**src/hdl/iqm_pkg.sv**
```systemverilog
`timescale 1ns / 1ps
`default_nettype none
// ----------------------------------------------------------------------------
// iqm_pkg
// Shared widths, constants and stage types for the IQ magnitude pipeline.
// ----------------------------------------------------------------------------
package iqm_pkg;

  localparam int IN_W           = 12;              // signed Q11 sample parts
  localparam int SQR_W          = 2 * IN_W - 1;    // one square, at most 2^22
  localparam int SUM_W          = 2 * IN_W;        // I^2 + Q^2, at most 2^23
  localparam int SQ_FRAC_BITS   = 22;
  localparam int MAG_W          = 16;              // unsigned Q16 magnitude
  localparam int ROOT_SHIFT     = 10;
  localparam int RAD_W          = 2 * MAG_W;       // radicand below 2^32
  localparam int REM_W          = MAG_W + 2;       // remainder <= 2 * root
  localparam int ACC_W          = REM_W + 2;
  localparam int BITS_PER_STAGE = 2;               // root bits per stage
  localparam int SQRT_STAGES    = MAG_W / BITS_PER_STAGE;

  // Squares stage
  typedef struct packed {
    logic             valid;
    logic             last;
    logic [SQR_W-1:0] ii;
    logic [SQR_W-1:0] qq;
  } mul_t;

  // Square-root stages (the sum stage fills the first one)
  typedef struct packed {
    logic             valid;
    logic             last;
    logic             sat;
    logic [RAD_W-1:0] rad;
    logic [REM_W-1:0] rem;
    logic [MAG_W-1:0] root;
  } root_t;

endpackage

`default_nettype wire

```
**src/hdl/iqm_sample_if.sv**
```systemverilog
`timescale 1ns / 1ps
`default_nettype none
// ----------------------------------------------------------------------------
// iqm_sample_if
// Input channel: one complex sample and its last flag per item.
// ----------------------------------------------------------------------------
interface iqm_sample_if;
  import iqm_pkg::*;

  logic                   valid;
  logic                   ready;
  logic signed [IN_W-1:0] in_phase;
  logic signed [IN_W-1:0] quadrature;
  logic                   last_in;

  modport source (output valid, in_phase, quadrature, last_in, input ready);
  modport sink   (input valid, in_phase, quadrature, last_in, output ready);
endinterface

`default_nettype wire

```
**src/hdl/iqm_mag_if.sv**
```systemverilog
`timescale 1ns / 1ps
`default_nettype none
// ----------------------------------------------------------------------------
// iqm_mag_if
// Output channel: one magnitude and its last flag per item.
// ----------------------------------------------------------------------------
interface iqm_mag_if;
  import iqm_pkg::*;

  logic             valid;
  logic             ready;
  logic [MAG_W-1:0] magnitude;
  logic             last_out;

  modport source (output valid, magnitude, last_out, input ready);
  modport sink   (input valid, magnitude, last_out, output ready);
endinterface

`default_nettype wire

```
**src/hdl/iqm_square.sv**
```systemverilog
`timescale 1ns / 1ps
`default_nettype none
// ----------------------------------------------------------------------------
// iqm_square
// First stage: registered squares of the in-phase and quadrature parts.
// ----------------------------------------------------------------------------
module iqm_square (
  input  wire logic                           clk,
  input  wire logic                           rst,
  input  wire logic                           en,
  input  wire logic                           in_valid,
  input  wire logic signed [iqm_pkg::IN_W-1:0] in_phase,
  input  wire logic signed [iqm_pkg::IN_W-1:0] quadrature,
  input  wire logic                           last_in,
  output iqm_pkg::mul_t                       q
);
  import iqm_pkg::*;

  logic signed [2*IN_W-1:0] ii_full;
  logic signed [2*IN_W-1:0] qq_full;
  mul_t                     next;

  // Squares are non-negative and at most 2^22, so the sign bit is dropped
  assign ii_full = in_phase * in_phase;
  assign qq_full = quadrature * quadrature;

  always_comb begin
    next.valid = in_valid;
    next.last  = last_in;
    next.ii    = ii_full[SQR_W-1:0];
    next.qq    = qq_full[SQR_W-1:0];
  end

  always_ff @(posedge clk) begin
    if (rst) begin
      q.valid <= 1'b0;
    end else if (en) begin
      q <= next;
    end
  end
endmodule

`default_nettype wire

```
**src/hdl/iqm_sum.sv**
```systemverilog
`timescale 1ns / 1ps
`default_nettype none
// ----------------------------------------------------------------------------
// iqm_sum
// Second stage: squared magnitude, saturation flag and radicand set-up.
// ----------------------------------------------------------------------------
module iqm_sum (
  input  wire logic          clk,
  input  wire logic          rst,
  input  wire logic          en,
  input  wire iqm_pkg::mul_t d,
  output iqm_pkg::root_t     q
);
  import iqm_pkg::*;

  logic [SUM_W-1:0] sum;
  root_t            next;

  assign sum = SUM_W'(d.ii) + SUM_W'(d.qq);

  // sum >= 2^22 gives a root of 2^16 or more: saturate.  Below that the
  // shifted sum fits 32 bits and its root fits 16.
  always_comb begin
    next.valid = d.valid;
    next.last  = d.last;
    next.sat   = |sum[SUM_W-1:SQ_FRAC_BITS];
    next.rad   = {sum[SQ_FRAC_BITS-1:0], {ROOT_SHIFT{1'b0}}};
    next.rem   = '0;
    next.root  = '0;
  end

  always_ff @(posedge clk) begin
    if (rst) begin
      q.valid <= 1'b0;
    end else if (en) begin
      q <= next;
    end
  end
endmodule

`default_nettype wire

```
**src/hdl/iqm_sqrt_stage.sv**
```systemverilog
`timescale 1ns / 1ps
`default_nettype none
// ----------------------------------------------------------------------------
// iqm_sqrt_stage
// One stage of the digit-by-digit integer square root: two root bits.
// ----------------------------------------------------------------------------
module iqm_sqrt_stage (
  input  wire logic           clk,
  input  wire logic           rst,
  input  wire logic           en,
  input  wire iqm_pkg::root_t d,
  output iqm_pkg::root_t      q
);
  import iqm_pkg::*;

  root_t            next;
  logic [ACC_W-1:0] acc;
  logic [ACC_W-1:0] trial;

  always_comb begin
    next  = d;
    acc   = '0;
    trial = '0;
    for (int j = 0; j < BITS_PER_STAGE; j++) begin
      // Bring down the next two radicand bits, try root*4+1
      acc   = {next.rem, next.rad[RAD_W-1 -: 2]};
      trial = ACC_W'({next.root, 2'b01});
      if (acc >= trial) begin
        next.rem  = REM_W'(acc - trial);
        next.root = {next.root[MAG_W-2:0], 1'b1};
      end else begin
        next.rem  = acc[REM_W-1:0];
        next.root = {next.root[MAG_W-2:0], 1'b0};
      end
      next.rad = {next.rad[RAD_W-3:0], 2'b00};
    end
  end

  always_ff @(posedge clk) begin
    if (rst) begin
      q.valid <= 1'b0;
    end else if (en) begin
      q <= next;
    end
  end
endmodule

`default_nettype wire

```
**src/hdl/iq_magnitude_q11_unit.sv**
```systemverilog
`timescale 1ns / 1ps
`default_nettype none
// ----------------------------------------------------------------------------
// iq_magnitude_q11_unit
// Magnitude of a complex Q11 sample, floor(sqrt(I^2+Q^2)*32), saturated.
// ----------------------------------------------------------------------------
// Takes one complex sample per item and returns one 16-bit magnitude per
// item, in order, with the last flag copied across. Throughput is one item
// per clock while the output takes results; there are ten register stages:
// one stage of squares, one of summing, and eight square-root stages
// producing two root bits each. The square-root chain sets the depth.
// Each stage moves on when it is empty or the one after it moves, so bubbles
// close up and the input keeps taking items while a result waits at the
// output, until every stage is full. Results are exact (truncated integer
// root); squared magnitudes of 2^22 or more, e.g. both parts at -2048,
// give 65535.
// ----------------------------------------------------------------------------
module iq_magnitude_q11_unit (
  input  wire logic  clk,
  input  wire logic  rst,
  iqm_sample_if.sink samples,
  iqm_mag_if.source  result
);
  import iqm_pkg::*;

  localparam int NSTAGE = SQRT_STAGES + 2;   // squares, sum, root stages

  mul_t              mul_q;
  root_t             stage_q [SQRT_STAGES+1]; // [0] sum stage, then root stages
  logic [NSTAGE-1:0] vld;
  logic [NSTAGE-1:0] en;

  // Valid bits, stage 0 nearest the input
  always_comb begin
    vld[0] = mul_q.valid;
    for (int k = 0; k <= SQRT_STAGES; k++) begin
      vld[k+1] = stage_q[k].valid;
    end
  end

  // Stage advance: free slot or the downstream stage advances too
  always_comb begin
    en[NSTAGE-1] = !vld[NSTAGE-1] || result.ready;
    for (int k = NSTAGE - 2; k >= 0; k--) begin
      en[k] = !vld[k] || en[k+1];
    end
  end

  assign samples.ready = en[0];

  iqm_square u_square (
    .clk        (clk),
    .rst        (rst),
    .en         (en[0]),
    .in_valid   (samples.valid),
    .in_phase   (samples.in_phase),
    .quadrature (samples.quadrature),
    .last_in    (samples.last_in),
    .q          (mul_q)
  );

  iqm_sum u_sum (
    .clk (clk),
    .rst (rst),
    .en  (en[1]),
    .d   (mul_q),
    .q   (stage_q[0])
  );

  for (genvar g = 0; g < SQRT_STAGES; g++) begin : g_root
    iqm_sqrt_stage u_stage (
      .clk (clk),
      .rst (rst),
      .en  (en[g+2]),
      .d   (stage_q[g]),
      .q   (stage_q[g+1])
    );
  end

  // Output straight from the last root stage register
  assign result.valid     = stage_q[SQRT_STAGES].valid;
  assign result.last_out  = stage_q[SQRT_STAGES].last;
  assign result.magnitude = stage_q[SQRT_STAGES].sat ? {MAG_W{1'b1}}
                                                     : stage_q[SQRT_STAGES].root;

  // --------------------------------------------------------------------------
  // Assertions
  // --------------------------------------------------------------------------

  // An empty output slot must never hold the input off
  a_ready_when_empty: assert property (@(posedge clk) disable iff (rst)
    !result.valid |-> samples.ready)
    else $error("input stalled with output slot empty");

  // Finished root leaves a remainder no larger than twice the root
  a_rem_bound: assert property (@(posedge clk) disable iff (rst)
    result.valid |-> (stage_q[SQRT_STAGES].rem <= {1'b0, stage_q[SQRT_STAGES].root, 1'b0}))
    else $error("square-root remainder out of range");

  // Nothing comes out in the cycle after reset
  a_reset_clears: assert property (@(posedge clk)
    $past(rst) |-> !result.valid)
    else $error("result valid straight after reset");

endmodule

`default_nettype wire

```
**src/flat_wrapper.sv**
```systemverilog
// flat-port wrapper written by rule: the top's interface ports become plain ports
module iq_magnitude_q11_unit_flat import iqm_pkg::*;
  (clk, rst, samples_valid, samples_in_phase, samples_quadrature, samples_last_in, samples_ready, result_valid, result_magnitude, result_last_out, result_ready);
  iqm_sample_if samples_i ();
  iqm_mag_if result_i ();
  input  wire logic clk;
  input  wire logic rst;
  input wire logic [$bits(samples_i.valid)-1:0] samples_valid;
  input wire logic [$bits(samples_i.in_phase)-1:0] samples_in_phase;
  input wire logic [$bits(samples_i.quadrature)-1:0] samples_quadrature;
  input wire logic [$bits(samples_i.last_in)-1:0] samples_last_in;
  output wire logic [$bits(samples_i.ready)-1:0] samples_ready;
  output wire logic [$bits(result_i.valid)-1:0] result_valid;
  output wire logic [$bits(result_i.magnitude)-1:0] result_magnitude;
  output wire logic [$bits(result_i.last_out)-1:0] result_last_out;
  input wire logic [$bits(result_i.ready)-1:0] result_ready;
  assign samples_i.valid = samples_valid;
  assign samples_i.in_phase = samples_in_phase;
  assign samples_i.quadrature = samples_quadrature;
  assign samples_i.last_in = samples_last_in;
  assign samples_ready = samples_i.ready;
  assign result_valid = result_i.valid;
  assign result_magnitude = result_i.magnitude;
  assign result_last_out = result_i.last_out;
  assign result_i.ready = result_ready;
  iq_magnitude_q11_unit u_core (.clk(clk), .rst(rst), .samples(samples_i), .result(result_i));
endmodule
```
**config.mk**
```make
export PLATFORM = sky130hd
export DESIGN_NAME = iq_magnitude_q11_unit_flat
export DESIGN_NICKNAME = d
export VERILOG_FILES = /design/src/hdl/iqm_pkg.sv /design/src/hdl/iqm_sample_if.sv /design/src/hdl/iqm_mag_if.sv /design/src/hdl/iqm_square.sv /design/src/hdl/iqm_sum.sv /design/src/hdl/iqm_sqrt_stage.sv /design/src/hdl/iq_magnitude_q11_unit.sv /design/src/flat_wrapper.sv
export SDC_FILE = /design/constraint.sdc
export NUM_CORES = 1
export LEC_CHECK = 0
export BUFFER_PORTS_ARGS = -buffer_cell sky130_fd_sc_hd__buf_2
export CAP_MARGIN = 0
export CORE_MARGIN = 10
export CORE_UTILIZATION = 40
export CTS_CLUSTER_DIAMETER = 30
export DETAILED_ROUTE_END_ITERATION = 10
export GPL_TIMING_DRIVEN = 0
export SLEW_MARGIN = 20
export SYNTH_ARGS = -nofsm -noshare
export SYNTH_HDL_FRONTEND = slang
export SYNTH_SLANG_ARGS = --single-unit
```
**constraint.sdc**
```tcl
create_clock -name clk -period 18.45 [get_ports clk]
set_input_delay 2.7675 -clock clk [delete_from_list [all_inputs] [get_ports clk]]
set_output_delay 2.7675 -clock clk [all_outputs]
set_load 0.005 [all_outputs]
```
==> flow_summary_export.csv, run 1 <==
group,metric,value,unit
outcome,status,"finished, final reports clean",
critical_path,path_buf_inv,7,
timing,fmax,118,MHz
critical_path,r2r-end,"u_core.g_root[5].u_stage.q[21]$_DFFE_PP_",
power_and_ir_drop,worst_ir_drop_vdd,0.235,mV
synthesis,synth_flop_cell,"edfxtp_1",
global_routing,antenna_found_initial,3,
global_routing,grt_max_degree,30,
critical_path,cp-startpoint,"samples_in_phase[11]",
die,die_area,86600,um2
detailed_routing,routedWlPerCell,14.9,um
timing,setup_viol,0,
timing,min_period_over_period,0.459,
clocking,cts_inserted_buffers,73,
placed_design,gp_congestion,0.844,
layout,diodes,0,
synthesis,synth.avg_cell_area,10.0,um2
hold_path,hold_class,"flop to flop",
timing,finClkSkew,37.1,ps
timing,tns,0,ps
critical_path,cp.arrival,8770,ps
clocking,clk_pin_slew,50,ps
timing,slew_viol_final,0,
detailed_routing,dr_total_vias,21000,
clocking,hold_buffers,0,
timing,finalHoldViolCount,0,
synthesis,synth_edf_count,322,
synthesis,ys_seq_elements,332,
critical_path,start_kind,"input pin",
timing,slew_headroom,0.345,
critical_path,crit_chain,"buf_2, inv_1, clkbuf_1, nor2_1, fa_1, inv_1, fa_1, inv_1, fa_1, fa_1, inv_1, fa_1, inv_1, ha_1, or3_1, o31ai_1, o21ba_2, a21oi_1, nor2b_1, nor3b_1, a21oi_1, xnor2_1",
synthesis,synth_common_cells,"487 x inv_1, 322 x edfxtp_1, 269 x ha_1, 239 x fa_1, 229 x nand2_1",
layout,drive_gt1_frac,0.0852,
critical_path,max_stage_delay,620,ps
synthesis,synth_top_area_frac,0.321,
critical_path,regToRegSetupSlack,11670,ps
die,die_width,294,um
synthesis,ys_warn_count,0,
clocking,clockBufferDepth,3,
synthesis,yosysSeqAreaShare,0.328,
detailed_routing,viasPerCell,5.05,
run,maxCapViolations,0,
synthesis,yosysMostFrequentCell,"inv_1",
die,coreArea,74400,um2
die,dieHeight,294,um
synthesis,yosys.area.top_type,"edfxtp_1",
placed_design,portBuffers,40,
die,std_cell_rows,100,
detailed_routing,drtAntennaViolNets,0,
critical_path,cp_max_fo,10,
synthesis,synthArstFlopShare,0,
clocking,cts_setup_buffers,0,
detailed_routing,drt-total-wl,62.1,mm
timing,finalCriticalPeriod,8460,ps
power_and_ir_drop,p_per_area,172,nW/um2
global_routing,grt_pass1_wl,106,mm
critical_path,crit_slowest_cell,"o31ai_1",
power_and_ir_drop,p_leak,0.0151,uW
timing,rsz0062_at_grt,"false",
die,ios,48,
clocking,htreeDepth,3,
global_routing,grt_pass1_vias,21400,
clocking,cts-root-buf,"clkbuf_16",
critical_path,crit_path_end,"u_core.u_square.q[45]$_DFFE_PP_",
detailed_routing,drt_iter0_markers,863,
critical_path,r2r-start,"u_core.g_root[4].u_stage.q[7]$_DFFE_PP_",
global_routing,grt_overflow,0,
clocking,cts_tree,"built",
critical_path,critPathRequiredTime,18760,ps
synthesis,synth_cell_types,90,
global_routing,track_usage,0.148,
critical_path,worstSetupEndpointType,"flop",
layout,nNetsFinal,3672,
critical_path,worst_r2r_path_depth,24,
detailed_routing,dr.pass1.iters,5,
synthesis,synth_area,30100,um2
critical_path,cp_top_family,"adder cells",
timing,tightestPinTransition,957,ps
clocking,clk_latency,610,ps
synthesis,syn_inst,3008,
clocking,clock-sinks,332,
critical_path,crit_type,"input pin to flop",
critical_path,path_depth,22,
clocking,ctsResizeCount,0,
layout,area_growth,14.2,%
placed_design,dp_hpwl,50.4,mm
layout,fin_cells,4162,
layout,post-route-util,0.461,
placed_design,dp_cells,4029,
hold_path,holdPathStages,0,
detailed_routing,drc,0,
die,initial_core_util,0.404,
synthesis,synth_area_leaders,"edfxtp_1 32%, fa_1 16%, ha_1 11%",
-- layer usage --
| layer | vias up | part of all wire | GRT usage |
|---|---|---|---|
| met3 | 115 | 0.034 | 0.0240 |
| met1 | 10000 | 0.44 | 0.184 |
| met5 | - | 0.00021 | 0 |
| li1 | 10600 | - | - |
| met4 | 2 | 0.027 | 0.0469 |
| met2 | 327 | 0.50 | 0.257 |
-- power by group --
part | internal (uW) | leakage, uW | switching [uW]
Sequential | 1250 | 0.00312 | 132
Combinational | 1430 | 0.0108 | 1790
Clock | 871 | 0.00118 | 424
-- cell type report --
class,count,area (um2)
fill,6920,40100
multi-input combinational,2117,18200
sequential,332,9870
clock buffer,80,1850
inverter,491,1840
tap,969,1210
clock inverter,53,648
timing repair buffer,51,457
buffer,69,282
-- sequential cells by signal (all words and copies together), names as in the netlist --
name	flops
u_core.g_root.u_stage.q	261
u_core.u_square.q	46
u_core.u_sum.q	25
-- logic make-up (layout without fill, tap and decap cells) --
| kind of cell | count (synthesis) | after routing | synth area share |
|---|---|---|---|
| compound gates | 506 | 506 | 0.111 |
| xor+xnor | 206 | 206 | 0.0600 |
| fa+ha+maj | 508 | 508 | 0.271 |
| buf+inv | 560 | 744 | 0.0706 |
| flops | 332 | 332 | 0.328 |
| mux | 48 | 48 | 0.0178 |
| other cells | 1 | 2 | 0.000125 |
| simple gates | 847 | 847 | 0.141 |
-- layout by cell type, fill, tap and decap left out, types with 60 or more instances in the layout --
cell and instances:
inv_1 487, edfxtp_1 322, ha_1 269, fa_1 239, nand2_1 229, nor2_1 202, xnor2_1 135, a21oi_1 123
o21ai_0 110, clkbuf_16 73, xor2_1 71, and2_1 67, clkbuf_1 60
-- per-stage QoR --
stage | total power (uW) | setup slack, ps | cell area, um2 | hold WS (ps)
after floorplan | 3950 | 10360 | 30100 | 400
after global placement | 4580 | 9460 | 31500 | 401
after detailed placement | 4620 | 9390 | 31800 | 405
after CTS | 5970 | 9990 | 34400 | 389
after global routing | 6470 | 9730 | 34400 | 408
final | 5890 | 9990 | 34400 | 392
-- worst min path at each step --
stage,startpoint,slack [ps],end
CTS,u_core.u_sum.q[52]$_DFFE_PP_,390,u_core.g_root[0].u_stage.q[56]$_DFFE_PP_
global route,u_core.u_sum.q[46]$_DFFE_PP_,410,u_core.g_root[0].u_stage.q[50]$_DFFE_PP_
global placement,u_core.u_sum.q[66]$_DFFE_PP_,400,u_core.g_root[0].u_stage.q[66]$_DFFE_PP_
floorplan,u_core.u_sum.q[44]$_DFFE_PP_,400,u_core.g_root[0].u_stage.q[48]$_DFFE_PP_
detailed placement,u_core.u_sum.q[46]$_DFFE_PP_,400,u_core.g_root[0].u_stage.q[50]$_DFFE_PP_
finish,u_core.u_sum.q[52]$_DFFE_PP_,390,u_core.g_root[0].u_stage.q[56]$_DFFE_PP_
No activity file was read; power rests on OpenSTA's default activity.
==> run 2: changes to the inputs <==
--- a/config.mk
+++ b/config.mk
@@ -5,6 +5,7 @@
 export SDC_FILE = /design/constraint.sdc
 export NUM_CORES = 1
 export LEC_CHECK = 0
+export ABC_AREA = 1
 export BUFFER_PORTS_ARGS = -buffer_cell sky130_fd_sc_hd__buf_2
 export CAP_MARGIN = 0
 export CORE_MARGIN = 10
==> constraint.sdc (replaced) <==
create_clock -name clk -period 7.92 [get_ports clk]
set_input_delay 1.188 -clock clk [delete_from_list [all_inputs] [get_ports clk]]
set_output_delay 1.188 -clock clk [all_outputs]
set_load 0.005 [all_outputs]
==> run 2 against run 1 <==
Net effect:
- synthesized cell count rose by 28%
- sequential share of layout area fell by 1.4 points
- power rose by 150%
- sequential power rose by 130%
- register-to-register slack got worse by 9000 ps
- clock skew rose by 37 ps
- setup slack got worse by 8700 ps
- clock-buffer cell count did not move
- critical path depth fell by 4
- via count rose by 16%
- cell count rose by 22%
- non-clock buffer count fell by 10
- highest routed layer is now met4
==> flow_summary_export.csv, run 2 <==
group,metric,value,unit
layout,drive_gt1_frac,0.0841,
critical_path,regToRegSetupSlack,2720,ps
die,std_cell_rows,103,
critical_path,path_buf_inv,7,
die,die_area,91800,um2
critical_path,crit_type,"input pin to flop",
detailed_routing,drt-total-wl,72.4,mm
layout,largest-register,"u_core.g_root.u_stage.q",
timing,finalCriticalPeriod,6670,ps
clocking,clock-sinks,332,
critical_path,max_stage_delay,890,ps
detailed_routing,dr_total_vias,24500,
critical_path,crit_chain,"buf_2, clkbuf_1, nand2_1, fa_1, inv_1, ha_1, inv_1, fa_1, inv_1, fa_1, inv_1, fa_1, inv_1, ha_1, nand2_1, o311ai_0, a41oi_1, xor2_1",
synthesis,synth_area_leaders,"edfxtp_1 30%, fa_1 15%, ha_1 11%",
layout,fin_cells,5067,
detailed_routing,drtAntennaViolNets,0,
layout,area_growth,12.9,%
power_and_ir_drop,p_clk_frac,0.200,
clocking,htreeDepth,3,
clocking,hold_buffers,0,
critical_path,critPathRequiredTime,8260,ps
critical_path,cp_top_family,"adder cells",
die,ios,48,
timing,rsz0062_at_grt,"false",
power_and_ir_drop,power.switching,6480,uW
placed_design,portBuffers,47,
global_routing,antenna_found_initial,2,
hold_path,hold_class,"flop to flop",
critical_path,cp-startpoint,"samples_quadrature[0]",
detailed_routing,drc,0,
synthesis,synth_flop_cell,"edfxtp_1",
critical_path,worst_r2r_path_depth,29,
outcome,status,"finished, final reports clean",
detailed_routing,drt_iter0_markers,1436,
critical_path,start_kind,"input pin",
clocking,clk_pin_slew,50,ps
timing,finClkSkew,74.4,ps
placed_design,pre_cts_slack,588,ps
synthesis,yosysMostFrequentCell,"nand2_1",
timing,tightestPinTransition,1010,ps
timing,tns,0,ps
placed_design,dp_hpwl,60.0,mm
critical_path,worstSetupEndpointType,"flop",
critical_path,path_depth,18,
critical_path,crit_path_end,"u_core.u_square.q[21]$_DFFE_PP_",
timing,slew_headroom,0.316,
critical_path,cp_max_fo,10,
synthesis,synth_cell_types,66,
detailed_routing,viasPerCell,4.83,
timing,setup_viol,0,
power_and_ir_drop,seqPwrFrac,0.221,
detailed_routing,routedWlPerCell,14.3,um
clocking,ctsResizeCount,0,
clocking,clockBufferDepth,3,
critical_path,r2r-end,"u_core.g_root[6].u_stage.q[19]$_DFFE_PP_",
global_routing,grt_max_degree,37,
die,dieHeight,303,um
synthesis,synth_common_cells,"867 x nand2_1, 778 x inv_1, 322 x edfxtp_1, 269 x ha_1, 264 x nor2_1",
synthesis,synth_edf_count,322,
clocking,cts_tree,"built",
timing,min_period_over_period,0.843,
clocking,cts_inserted_buffers,68,
synthesis,synth_area,32000,um2
synthesis,synth_top_area_frac,0.302,
run,maxCapViolations,0,
global_routing,grt_overflow,0,
global_routing,grt_pass1_vias,24600,
critical_path,cp.arrival,7010,ps
synthesis,synthArstFlopShare,0,
timing,fmax,150,MHz
synthesis,syn_inst,3837,
timing,finalWorstSetupSlack,1250,ps
layout,final_common_cell,"nand2_1",
critical_path,crit_slowest_cell,"o311ai_0",
power_and_ir_drop,p_sw_frac,0.448,
power_and_ir_drop,p_int,8010,uW
layout,nNetsFinal,4498,
layout,diodes,0,
timing,finalHoldViolCount,0,
critical_path,r2r-start,"u_core.g_root[5].u_stage.q[0]$_DFFE_PP_",
synthesis,ys_warn_count,0,
die,initial_core_util,0.405,
power_and_ir_drop,p_per_area,401,nW/um2
layout,top_regs,"u_core.g_root.u_stage.q x261, u_core.u_square.q x46, u_core.u_sum.q x25",
power_and_ir_drop,p_leak,0.0176,uW
synthesis,synth.avg_cell_area,8.35,um2
timing,slew_viol_final,0,
die,coreArea,79100,um2
synthesis,yosys.area.top_type,"edfxtp_1",
layout,final_cell_mix,"867 x nand2_1, 773 x inv_1, 322 x edfxtp_1",
layout,largest_reg_flops,261,
synthesis,yosysSeqAreaShare,0.308,
detailed_routing,dr.pass1.iters,6,
power_and_ir_drop,worst_ir_drop_vdd,0.472,mV
clocking,cts_setup_buffers,0,
placed_design,gp_congestion,0.896,
placed_design,dp_cells,4941,
die,die_width,303,um
clocking,cts-root-buf,"clkbuf_16",
global_routing,grt_pass1_wl,122,mm
global_routing,track_usage,0.162,
synthesis,ys_seq_elements,332,
critical_path,crit_top_cell,"inv_1",
power_and_ir_drop,power_frac_comb,0.579,
clocking,clk_latency,630,ps
==> run 2: changes by cell type in the layout (fill, tap and decap cells not counted), sizes merged, moves of 30 or more <==
cell    delta
nand2    +671
inv      +311
nand3    +133
nor2      +84
a21oi     +72
and2      -63
xnor2     -58
o21ai     +54
nor2b     -40
xor2      +37
nand4     +35
a21o      -34
nand2b    -30
==> run 2: per-layer routing <==
metal  up-vias  part of all wire  GRT usage
li1      12500                 -          -
met1     11400              0.45      0.208
met2       456              0.48      0.280
met3       106             0.048     0.0268
met4         0             0.020     0.0419
met5         -                 0          0
==> run 2: final cells by class <==
class	instances	area [um2]
Fill cell	7775	43000
Multi-Input combinational cell	2648	18900
Sequential cell	332	9870
Inverter	801	3010
Clock buffer	80	1770
Tap cell	1050	1310
Clock inverter	46	639
Timing Repair Buffer	53	358
Buffer	57	313
==> run 2: worst reg2reg max path: cells and delay by family (launching register included) <==
kind,cells,cell delay [ps]
AND/OR/NAND/NOR,13,1640
AO/OA/AOI/OAI,6,1110
adder cells (fa/ha/maj),3,910
buffers and inverters,7,900
flip-flops,1,390
==> run 2: logic make-up after synthesis <==
group                    after synthesis  share of synthesized area
AO/OA/AOI/OAI                        443                     0.0774
XOR/XNOR                             185                     0.0508
adder cells (fa/ha/maj)              508                      0.254
buffers and inverters                858                      0.104
flip-flops                           332                      0.308
other                                  1                   0.000117
AND/OR/NAND/NOR                     1510                      0.205
==> run 2: power groups by stage <==
stage	Clock (uW)	Combinational (uW)	Sequential, uW
final	2900	8390	3200
after global routing	3070	9760	3250
after CTS	2960	8470	3210
after detailed placement	0	8410	3240
after global placement	0	8340	3230
after floorplan	0	6640	3090
==> run 2: metrics by stage <==
step	hold WS, ps	util	total power (uW)	cell area (um2)
after floorplan	400	-	9730	32000
after global placement	401	0.424	11600	33600
after detailed placement	405	0.426	11700	33700
after CTS	406	0.457	14600	36100
after global routing	414	0.457	16100	36100
final	406	0.457	14500	36100
==> run 2: how the worst min path moves through the flow <==
stage | to | slack, ps | from | cells past startpoint
CTS | u_core.g_root[7].u_stage.q[12]$_DFFE_PP_ | 410 | u_core.g_root[6].u_stage.q[10]$_DFFE_PP_ | 0
detailed placement | u_core.g_root[1].u_stage.q[63]$_DFFE_PP_ | 400 | u_core.g_root[0].u_stage.q[59]$_DFFE_PP_ | 0
global placement | u_core.g_root[6].u_stage.q[66]$_DFFE_PP_ | 400 | u_core.g_root[5].u_stage.q[66]$_DFFE_PP_ | 0
finish | u_core.g_root[7].u_stage.q[12]$_DFFE_PP_ | 410 | u_core.g_root[6].u_stage.q[10]$_DFFE_PP_ | 0
floorplan | u_core.g_root[0].u_stage.q[48]$_DFFE_PP_ | 400 | u_core.u_sum.q[44]$_DFFE_PP_ | 0
global route | u_core.g_root[1].u_stage.q[57]$_DFFE_PP_ | 410 | u_core.g_root[0].u_stage.q[53]$_DFFE_PP_ | 0
